$ cat config.mk
export PLATFORM = sky130hd
export DESIGN_NAME = pzb_project
export DESIGN_NICKNAME = d
export VERILOG_FILES = /design/src/hw/rtl/pzb_pkg.sv /design/src/hw/rtl/pzb_project.sv
export SDC_FILE = /design/constraint.sdc
export NUM_CORES = 1
export LEC_CHECK = 0
export ABC_CLOCK_PERIOD_IN_PS = 12700
export BUFFER_PORTS_ARGS = -buffer_cell sky130_fd_sc_hd__buf_2
export CAP_MARGIN = 20
export CORE_MARGIN = 2
export CORE_UTILIZATION = 45
export DETAILED_ROUTE_END_ITERATION = 6
export PLACE_DENSITY = 0.6
export REMOVE_ABC_BUFFERS = 1
export SLEW_MARGIN = 30
export SYNTH_ARGS = -nofsm -noshare
export SYNTH_HDL_FRONTEND = slang
export SYNTH_SLANG_ARGS = --single-unit
$ cat constraint.sdc
create_clock -name clk -period 12.7 [get_ports clk]
set_clock_uncertainty 0.1 [all_clocks]
set_input_delay 2.54 -clock clk [delete_from_list [all_inputs] [get_ports clk]]
set_output_delay 2.54 -clock clk [all_outputs]
set_load 0.02 [all_outputs]
$ cat src/hw/rtl/pzb_pkg.sv
// shared types and constants for the point z-buffer projector
package pzb_pkg;

  localparam int MAX_SIDE        = 256;
  localparam int COORD_FRAC_BITS = 13;
  localparam int COORD_W         = 16;
  localparam int SIDE_W          = 9;
  localparam int ASPECT_W        = 14;
  localparam int CFG_IDX_W       = 2;
  localparam int CFG_DATA_W      = 14;
  localparam int SUM_W           = COORD_W + 2;
  localparam int PROD_W          = SUM_W + SIDE_W + 1;
  localparam int PIX_W           = PROD_W - COORD_FRAC_BITS - 1;
  localparam int IDX_W           = 2 * SIDE_W;

  localparam logic [SIDE_W-1:0]   WIDTH_RST  = SIDE_W'(256);
  localparam logic [SIDE_W-1:0]   HEIGHT_RST = SIDE_W'(256);
  localparam logic [ASPECT_W-1:0] ASPECT_RST = ASPECT_W'(8192);
  localparam logic [ASPECT_W-1:0] COORD_ONE  = ASPECT_W'(1 << COORD_FRAC_BITS);

  typedef enum logic [CFG_IDX_W-1:0] {
    CFG_IMAGE_WIDTH   = 2'd0,
    CFG_IMAGE_HEIGHT  = 2'd1,
    CFG_ASPECT_OFFSET = 2'd2
  } cfg_reg_t;

  typedef enum logic {
    CMD_PROJECT = 1'b0,
    CMD_CLEAR   = 1'b1
  } cmd_t;

  typedef enum logic [1:0] {
    ST_SWEEP,
    ST_IDLE,
    ST_BUSY
  } state_t;

  typedef struct packed {
    logic              valid;
    logic              inb;
    logic [SIDE_W-1:0] col;
    logic [SIDE_W-1:0] row;
  } pix_req_t;

  typedef struct packed {
    logic sweep_last;
    logic done;
  } store_stat_t;

endpackage

$ cat src/hw/rtl/pzb_project.sv
// vertex to pixel mapping pipeline: offset, scale, round, bounds, store index
module pzb_project #(
  parameter int DEPTH_BITS = 24
) (
  input  logic                                 clk,
  input  logic                                 rst_n,
  input  logic                                 in_valid,
  input  logic signed [pzb_pkg::COORD_W-1:0]   vertex_x,
  input  logic signed [pzb_pkg::COORD_W-1:0]   vertex_y,
  input  logic signed [DEPTH_BITS-1:0]         vertex_depth,
  input  logic [pzb_pkg::SIDE_W-1:0]           cfg_width,
  input  logic [pzb_pkg::SIDE_W-1:0]           cfg_height,
  input  logic [pzb_pkg::ASPECT_W-1:0]         cfg_aspect,
  output pzb_pkg::pix_req_t                    req,
  output logic [pzb_pkg::IDX_W-1:0]            req_addr,
  output logic signed [DEPTH_BITS-1:0]         req_depth
);
  import pzb_pkg::*;

  function automatic logic [PIX_W:0] round_pix(input logic signed [PROD_W-1:0] num);
    logic [PROD_W-1:0] mag;
    logic [PROD_W-1:0] biased;
    logic [PIX_W-1:0]  r;
    mag    = num[PROD_W-1] ? PROD_W'(-num) : PROD_W'(num);
    biased = mag + PROD_W'(1 << COORD_FRAC_BITS);
    r      = biased[PROD_W-1:COORD_FRAC_BITS+1];
    return {num[PROD_W-1] && (r != '0), r};
  endfunction

  logic [SIDE_W-1:0]        w_c, h_c, len_c;
  logic [ASPECT_W-1:0]      off_x, off_y;
  logic signed [SUM_W-1:0]  sum_x_nxt, sum_y_nxt;

  logic                     s1_valid_r;
  logic signed [SUM_W-1:0]  sum_x_r, sum_y_r;
  logic [SIDE_W-1:0]        len_r, w1_r, h1_r;
  logic signed [DEPTH_BITS-1:0] depth1_r;

  logic                     s2_valid_r;
  logic signed [PROD_W-1:0] prod_x_nxt, prod_y_nxt;
  logic signed [PROD_W-1:0] prod_x_r, prod_y_r;
  logic [SIDE_W-1:0]        w2_r, h2_r;
  logic signed [DEPTH_BITS-1:0] depth2_r;

  logic [PIX_W:0]           rnd_x, rnd_y;
  logic                     inb_nxt;
  logic                     s3_valid_r, inb3_r;
  logic [SIDE_W-1:0]        col3_r, row3_r, h3_r;
  logic signed [DEPTH_BITS-1:0] depth3_r;

  logic [IDX_W-1:0]         idx_nxt;
  logic                     s4_valid_r, inb4_r;
  logic [SIDE_W-1:0]        col4_r, row4_r;
  logic [IDX_W-1:0]         idx_r;
  logic signed [DEPTH_BITS-1:0] depth4_r;

  always_comb begin
    w_c = cfg_width;
    if (cfg_width == '0) begin
      w_c = SIDE_W'(1);
    end else if (32'(cfg_width) > MAX_SIDE) begin
      w_c = SIDE_W'(MAX_SIDE);
    end
    h_c = cfg_height;
    if (cfg_height == '0) begin
      h_c = SIDE_W'(1);
    end else if (32'(cfg_height) > MAX_SIDE) begin
      h_c = SIDE_W'(MAX_SIDE);
    end
    len_c     = (h_c >= w_c) ? h_c : w_c;
    off_x     = (h_c >= w_c) ? cfg_aspect : COORD_ONE;
    off_y     = (h_c >= w_c) ? COORD_ONE : cfg_aspect;
    sum_x_nxt = SUM_W'(vertex_x) + SUM_W'(off_x);
    sum_y_nxt = SUM_W'(vertex_y) + SUM_W'(off_y);
  end

  assign prod_x_nxt = sum_x_r * $signed({1'b0, len_r});
  assign prod_y_nxt = sum_y_r * $signed({1'b0, len_r});

  always_comb begin
    rnd_x   = round_pix(prod_x_r);
    rnd_y   = round_pix(prod_y_r);
    inb_nxt = !rnd_x[PIX_W] && (rnd_x[PIX_W-1:0] < PIX_W'(w2_r)) &&
              !rnd_y[PIX_W] && (rnd_y[PIX_W-1:0] < PIX_W'(h2_r));
  end

  assign idx_nxt = IDX_W'(col3_r) * IDX_W'(h3_r) + IDX_W'(row3_r);

  always_ff @(posedge clk) begin
    if (!rst_n) begin
      s1_valid_r <= 1'b0;
      s2_valid_r <= 1'b0;
      s3_valid_r <= 1'b0;
      s4_valid_r <= 1'b0;
    end else begin
      s1_valid_r <= in_valid;
      s2_valid_r <= s1_valid_r;
      s3_valid_r <= s2_valid_r;
      s4_valid_r <= s3_valid_r;
    end
  end

  always_ff @(posedge clk) begin
    sum_x_r   <= sum_x_nxt;
    sum_y_r   <= sum_y_nxt;
    len_r     <= len_c;
    w1_r      <= w_c;
    h1_r      <= h_c;
    depth1_r  <= vertex_depth;

    prod_x_r  <= prod_x_nxt;
    prod_y_r  <= prod_y_nxt;
    w2_r      <= w1_r;
    h2_r      <= h1_r;
    depth2_r  <= depth1_r;

    inb3_r    <= inb_nxt;
    col3_r    <= rnd_x[SIDE_W-1:0];
    row3_r    <= rnd_y[SIDE_W-1:0];
    h3_r      <= h2_r;
    depth3_r  <= depth2_r;

    inb4_r    <= inb3_r;
    col4_r    <= col3_r;
    row4_r    <= row3_r;
    idx_r     <= idx_nxt;
    depth4_r  <= depth3_r;
  end

  assign req       = '{valid: s4_valid_r, inb: inb4_r, col: col4_r, row: row4_r};
  assign req_addr  = idx_r;
  assign req_depth = depth4_r;

endmodule

==> results.json, run 1 <==
{
  "async_reset_ff_frac": 0,
  "place.gp.congestion": 0.861,
  "fp.dieH_microns": 233,
  "drtIter0Drc": 816,
  "netlist_instances": 2455,
  "grt_max_degree": 38,
  "relSlewSlack": 0.481,
  "avgViaCountPerCell": 5.01,
  "clockRootBuffer": "clkbuf_16",
  "worstPathArrival_ns": 8.25,
  "ys_seq_elements": 298,
  "dr_total_vias": 16400,
  "layout_setup_ws_ns": 4.79,
  "drtAntennaViolNets": 0,
  "rsz0062_at_grt": "false",
  "synth_warnings": 0,
  "grt_antenna_before_repair": 0,
  "dpl.hpwl_microns": 39600,
  "cts_buffers": 34,
  "hold_buffers": 0,
  "post-route-period-util": 0.623,
  "clock_path_buffers": 3,
  "htreeDepth": 2,
  "clock_latency_ns": 0.56,
  "synth_compound_area_frac": 0.0751,
  "worst_pin_slew_ns": 0.758,
  "status": "finished, final reports clean",
  "die_w_microns": 233,
  "overflow": 0,
  "routed_wl_microns": 49300,
  "post_synth_instance_area_sq_um": 23700,
  "maxCapViolations": 0,
  "yosysSeqAreaShare": 0.252,
  "ios": 153,
  "syn_to_final_growth_pct": 10.8,
  "start_kind": "primary input",
  "worst-setup-path-type": "primary input to flip-flop",
  "final_max_slew_viol_count": 0,
  "synth-edff-count": 0,
  "ctsResizeCount": 0,
  "synthSimpleGateAreaFrac": 0.149,
  "clkTransAtPathRegs_ns": 0.06,
  "grt_first_pass_wirelength_microns": 83100,
  "fin_crit_ns": 7.91,
  "avgRoutedWirePerCell_microns": 15.0,
  "syn_area_per_cell_sq_um": 9.65,
  "diodes": 0,
  "start_util": 0.453,
  "hold_viol_final": 0,
  "synth_ff_type": "dfxtp_1",
  "synthAdderAreaFrac": 0.385,
  "setup_violations": 0,
  "pre_cts_ws_ns": 4.26,
  "fmaxAchievable_mhz": 126,
  "synth_top_family_by_area": "adder cells",
  "drive_above_1_share": 0.0991,
  "min_path_type": "flip-flop to flip-flop",
  "crit_fanout": 37,
  "synthMuxAreaShare": 0.00702,
  "critPathCaptureType": "flip-flop",
  "fin_tns_setup_ns": 0,
  "nFillCells": 4837,
  "route.detailed.drc": 0,
  "core_sq_um": 52300,
  "post-cts-setup-buffers": 0,
  "port-buffer-count": 152,
  "num_rows": 84,
  "cts.sinks": 298,
  "grt_pass1_vias": 17000,
  "synthXorXnorAreaFrac": 0.0488,
  "yosysUniqueCellTypes": 67,
  "num-nets-final": 3200,
  "dieArea_sq_um": 54500,
  "utilization": 0.502,
  "required_ns": 13.04,
  "tritoncts": "done",
  "dr.pass1.iters": 5,
  "grt_usage": 0.187
}
==> state kept, by name, indices dropped and copies added (netlist names), 17 cells and up <==
register / cells
prod_x_r: 27
prod_y_r: 27
depth1_r: 24
depth2_r: 24
depth3_r: 24
req_depth: 24
req_addr: 18
sum_x_r: 17
sum_y_r: 17
==> routing by layer <==
layer  global-route usage  up-vias  wire (microns)
li1                     -     7929               -
met1                0.251     8074           22600
met2                0.319      360           23700
met3               0.0277       61            2180
met4               0.0449        0             853
met5                    0        -               0
==> critical path, stage by stage <==
cell      delay, ns
buf_2          0.11
nor4_1         0.62
a21oi_1        0.14
nor2_1         0.17
inv_1          0.06
ha_1           0.26
nand2b_1       0.14
a21o_1         0.17
a21o_1         0.17
a21o_1         0.17
a21o_1         0.17
a21o_1         0.17
a21oi_1        0.17
o21ai_2        0.08
buf_4          0.25
and2_1         0.23
ha_1           0.20
fa_1           0.41
a21o_1         0.18
a21oi_1        0.22
o21bai_1       0.09
a21oi_1        0.23
o21ai_0        0.16
a41o_1         0.29
o41ai_1        0.47
o21bai_1       0.20
xor2_1         0.17
==> placed cells by master, fill, tap and decap left out, types with 7 or more instances in the layout <==
master / count
o21ai_0: 35
nor4_1: 11
o21bai_1: 17
ha_1: 226
a211oi_1: 14
dfxtp_1: 295
xnor2_1: 100
buf_4: 8
or4_1: 8
mux2_2: 11
o31ai_1: 11
or2_2: 7
a31oi_1: 13
nand3_1: 26
nand4_1: 10
buf_2: 152
nor2_1: 68
nor3_1: 34
or3_1: 18
nor2b_1: 14
clkbuf_16: 34
nand2b_1: 7
inv_1: 433
and3_1: 8
nand2_1: 239
fa_1: 315
a21oi_1: 68
o21a_1: 9
a21o_1: 33
xor2_1: 32
and2_1: 226
==> worst paths after layout <==
| kind | cells after the start | slack (ns) | end | start |
|---|---|---|---|---|
| setup reg to reg | 22 | 6.39 | prod_y_r[23]$_DFF_P_ | len_r[3]$_DFF_P_ |
| hold reg to reg | 0 | 0.22 | depth3_r[15]$_DFF_P_ | depth2_r[15]$_DFF_P_ |
| setup / recovery | 27 | 4.79 | sum_x_r[14]$_DFF_P_ | cfg_height[6] |
| hold / removal | 0 | 0.22 | depth3_r[15]$_DFF_P_ | depth2_r[15]$_DFF_P_ |
==> cells in the mapped netlist (5+ instances only) <==
cell type	n	area [sq um]
buf_1	5	18.8
a31o_2	5	43.8
nor2b_1	14	87.6
nand2b_1	7	43.8
o31ai_1	11	82.6
nand4_1	10	62.6
o21bai_1	17	128
a2111oi_0	5	43.8
or4_1	8	60.1
or2_2	7	43.8
a211oi_1	14	105
and3_1	8	50.1
xor2_1	32	280
o211ai_1	6	45.0
o31a_1	5	43.8
fa_1	315	6310
nand2_1	239	897
dfxtp_1	298	5970
or3_1	18	113
a21boi_0	5	37.5
a21o_1	33	248
ha_1	226	2830
a21oi_1	68	340
inv_1	433	1630
o21ai_0	35	175
and2_1	226	1410
nor3_1	34	170
a31oi_1	13	81.3
xnor2_1	100	876
nand3_1	26	130
mux2_2	11	124
nand4b_1	5	43.8
nor4_1	11	68.8
o22ai_1	5	31.3
clkbuf_1	71	267
o21a_1	9	67.6
a211o_1	5	43.8
nor2_1	68	255
==> stage by stage <==
step / cell area [sq um] / hold slack [ns] / cells
2_1_floorplan: 23400 / 0.210 / 2372
3_3_place_gp: 25000 / 0.210 / 3220
3_5_place_dp: 25000 / 0.212 / 3220
4_1_cts: 26300 / 0.212 / 3281
5_1_grt: 26300 / 0.212 / 3281
6_report: 26300 / 0.219 / 3281
==> cells by family (layout without fill, tap and decap cells) <==
group,Yosys count,in the layout
multiplexers,14,14
AO/OA/AOI/OAI,263,263
flip-flops,298,298
XOR/XNOR,132,132
AND/OR/NAND/NOR,689,689
adder cells (fa/ha/maj),541,541
buffers and inverters,518,656
==> area by class of cell <==
type	instances	area [sq um]	area share
well taps	688	861	0.0328
clock buffers	41	907	0.0345
multi-input cells	1639	15800	0.600
inverters	435	1630	0.0622
clock inverters	20	314	0.0120
repair buffers	160	821	0.0312
flip-flops and latches	298	5970	0.227
Power of run 1 is left out: the tool's default activity adds up to more than one toggle a clock period on the data nets, which glitch-free logic cannot reach.
==> run 2, diff against run 1 <==
--- a/config.mk
+++ b/config.mk
@@ -5,13 +5,14 @@
 export SDC_FILE = /design/constraint.sdc
 export NUM_CORES = 1
 export LEC_CHECK = 0
-export ABC_CLOCK_PERIOD_IN_PS = 12700
+export ABC_AREA = 1
+export ABC_CLOCK_PERIOD_IN_PS = 7100
 export BUFFER_PORTS_ARGS = -buffer_cell sky130_fd_sc_hd__buf_2
 export CAP_MARGIN = 20
 export CORE_MARGIN = 2
 export CORE_UTILIZATION = 45
 export DETAILED_ROUTE_END_ITERATION = 6
-export PLACE_DENSITY = 0.6
+export PLACE_DENSITY = 0.62
 export REMOVE_ABC_BUFFERS = 1
 export SLEW_MARGIN = 30
 export SYNTH_ARGS = -nofsm -noshare
==> constraint.sdc (replaced) <==
create_clock -name clk -period 7.1 [get_ports clk]
set_clock_uncertainty 0.1 [all_clocks]
set_input_delay 1.42 -clock clk [delete_from_list [all_inputs] [get_ports clk]]
set_output_delay 1.42 -clock clk [all_outputs]
set_load 0.02 [all_outputs]
==> results.json, run 2 <==
{
  "status": "finished, final reports clean",
  "diodes": 0,
  "critPathCaptureType": "flip-flop",
  "critical_path.top_delay_family": "adder cells",
  "netlist_instances": 3025,
  "post-cts-setup-buffers": 0,
  "start_util": 0.457,
  "grt_first_pass_wirelength_microns": 89700,
  "route.detailed.drc": 0,
  "place.gp.congestion": 0.856,
  "start_kind": "flip-flop",
  "synth_top_area_cell": "fa_1",
  "dieArea_sq_um": 56800,
  "setup_violations": 0,
  "cts.sinks": 298,
  "ios": 153,
  "hold_viol_final": 0,
  "post_synth_instance_area_sq_um": 24700,
  "drtIter0Drc": 879,
  "htreeDepth": 2,
  "layout_commonest_cell": "inv_1",
  "avgRoutedWirePerCell_microns": 13.8,
  "required_ns": 7.47,
  "dpl.hpwl_microns": 44000,
  "crit_chain": "buf_4, nand2_1, fa_1, fa_1, inv_1, fa_1, fa_1, inv_1, fa_1, inv_1, ha_1, a21oi_1, o21ai_1, a21oi_1, o21ai_1, nand2_1, nand2_1, a21oi_1, xnor2_1",
  "drtAntennaViolNets": 0,
  "synth_top_cell_area_share": 0.255,
  "crit_fanout": 18,
  "fin_crit_ns": 5.94,
  "worst_pin_slew_ns": 0.923,
  "overflow": 0,
  "fmaxAchievable_mhz": 168,
  "r2r_cells": 19,
  "worstPathArrival_ns": 6.31,
  "yosysSeqAreaShare": 0.241,
  "hold_depth": 0,
  "mostFrequentLayoutCells": "inv_1, nand2_1, fa_1",
  "relSlewSlack": 0.384,
  "ctsResizeCount": 0,
  "synth_area_leaders": "fa_1, dfxtp_1, ha_1, inv_1, nand2_1",
  "ys_seq_elements": 298,
  "syn_area_per_cell_sq_um": 8.17,
  "maxCapViolations": 0,
  "fp.dieH_microns": 238,
  "post-route-period-util": 0.837,
  "min_path_type": "flip-flop to flip-flop",
  "largestRegisters": "prod_x_r (27), prod_y_r (27)",
  "synth_top_cells_by_count": "inv_1, nand2_1, fa_1",
  "dr.pass1.iters": 5,
  "drive_above_1_share": 0.0849,
  "async_reset_ff_frac": 0,
  "synth-edff-count": 0,
  "synth_ff_type": "dfxtp_1",
  "avgViaCountPerCell": 4.76,
  "clkTransAtPathRegs_ns": 0.06,
  "yosysUniqueCellTypes": 44,
  "grt_pass1_vias": 18900,
  "grt_usage": 0.192,
  "num_rows": 85,
  "synth_warnings": 0,
  "hold_buffers": 0,
  "core_sq_um": 54000,
  "dr_total_vias": 18300,
  "cts_buffers": 34,
  "critPathBufInv": 4,
  "nFillCells": 5097,
  "grt_antenna_before_repair": 1,
  "rsz0062_at_grt": "false",
  "cpMostUsedCell": "fa_1",
  "fin_tns_setup_ns": 0,
  "num-nets-final": 3752,
  "path_depth": 19,
  "max_stage_delay_ns": 0.92,
  "port-buffer-count": 152,
  "synthMostInstantiatedCell": "inv_1",
  "clock_path_buffers": 3,
  "clock_latency_ns": 0.55,
  "grt_max_degree": 38,
  "tritoncts": "done",
  "clockRootBuffer": "clkbuf_16",
  "die_w_microns": 238,
  "final_max_slew_viol_count": 0,
  "crit_slowest_cell": "dfxtp_1",
  "syn_to_final_growth_pct": 9.89,
  "worst-setup-path-type": "flip-flop to flip-flop",
  "routed_wl_microns": 53000
}
## run 2: cell count changes after synthesis, moves of 18 or more
cell,before,now
a21o_1,33,6
a21oi_1,68,110
and2_1,226,0
clkbuf_1,71,92
inv_1,433,753
nand2_1,239,687
nand2_2,0,24
nand3_1,26,69
nor2_1,68,141
nor3_1,34,10
or3_1,18,0
xnor2_1,100,40
xor2_1,32,73
## run 2: worst paths after layout
check | from | to | slack, ns
min | w1_r[3]$_DFF_P_ | w2_r[3]$_DFF_P_ | 0.22
max reg2reg | len_r[5]$_DFF_P_ | prod_y_r[22]$_DFF_P_ | 1.16
min reg2reg | w1_r[3]$_DFF_P_ | w2_r[3]$_DFF_P_ | 0.22
max | len_r[5]$_DFF_P_ | prod_y_r[22]$_DFF_P_ | 1.16
## run 2: metrics by stage
step | area [sq um] | hold slack, ns | std cells | setup slack (ns) | util
after global routing | 27200 | 0.222 | 3840 | 0.823 | 0.503
after global placement | 26000 | 0.210 | 3780 | 1.33 | 0.482
after CTS | 27200 | 0.224 | 3840 | 1.20 | 0.503
final | 27200 | 0.219 | 3840 | 1.16 | 0.503
after detailed placement | 26000 | 0.212 | 3780 | 1.22 | 0.482
after floorplan | 24300 | 0.210 | 2924 | 1.55 | -
## run 2: cell families (layout without fill, tap and decap cells)
kind of cell,Yosys count,after routing,synth area share
buffers and inverters,857,976,0.131
DFF,298,298,0.241
AOI/OAI and AO/OA,225,225,0.0505
adders and majority gates,541,541,0.370
xor gates and xnor gates,114,114,0.0407
and+or+nand+nor,990,990,0.167
## run 2: layer usage
metal / track usage / routed length (microns)
met4: 0.0438 / 886
met1: 0.256 / 24200
met2: 0.329 / 24900
met5: 0 / 0
met3: 0.0304 / 3020
## run 2: area by class of cell
cell class              count  area (sq um)  share of cell area
clock buffers              43           925              0.0340
flip-flops and latches    298          5970               0.220
inverters                 756          2840               0.104
well taps                 696           871              0.0321
multi-input cells        1870         15500               0.571
clock inverters            17           218             0.00802
repair buffers            160           821              0.0302
Power of run 2 is left out for the same reason.
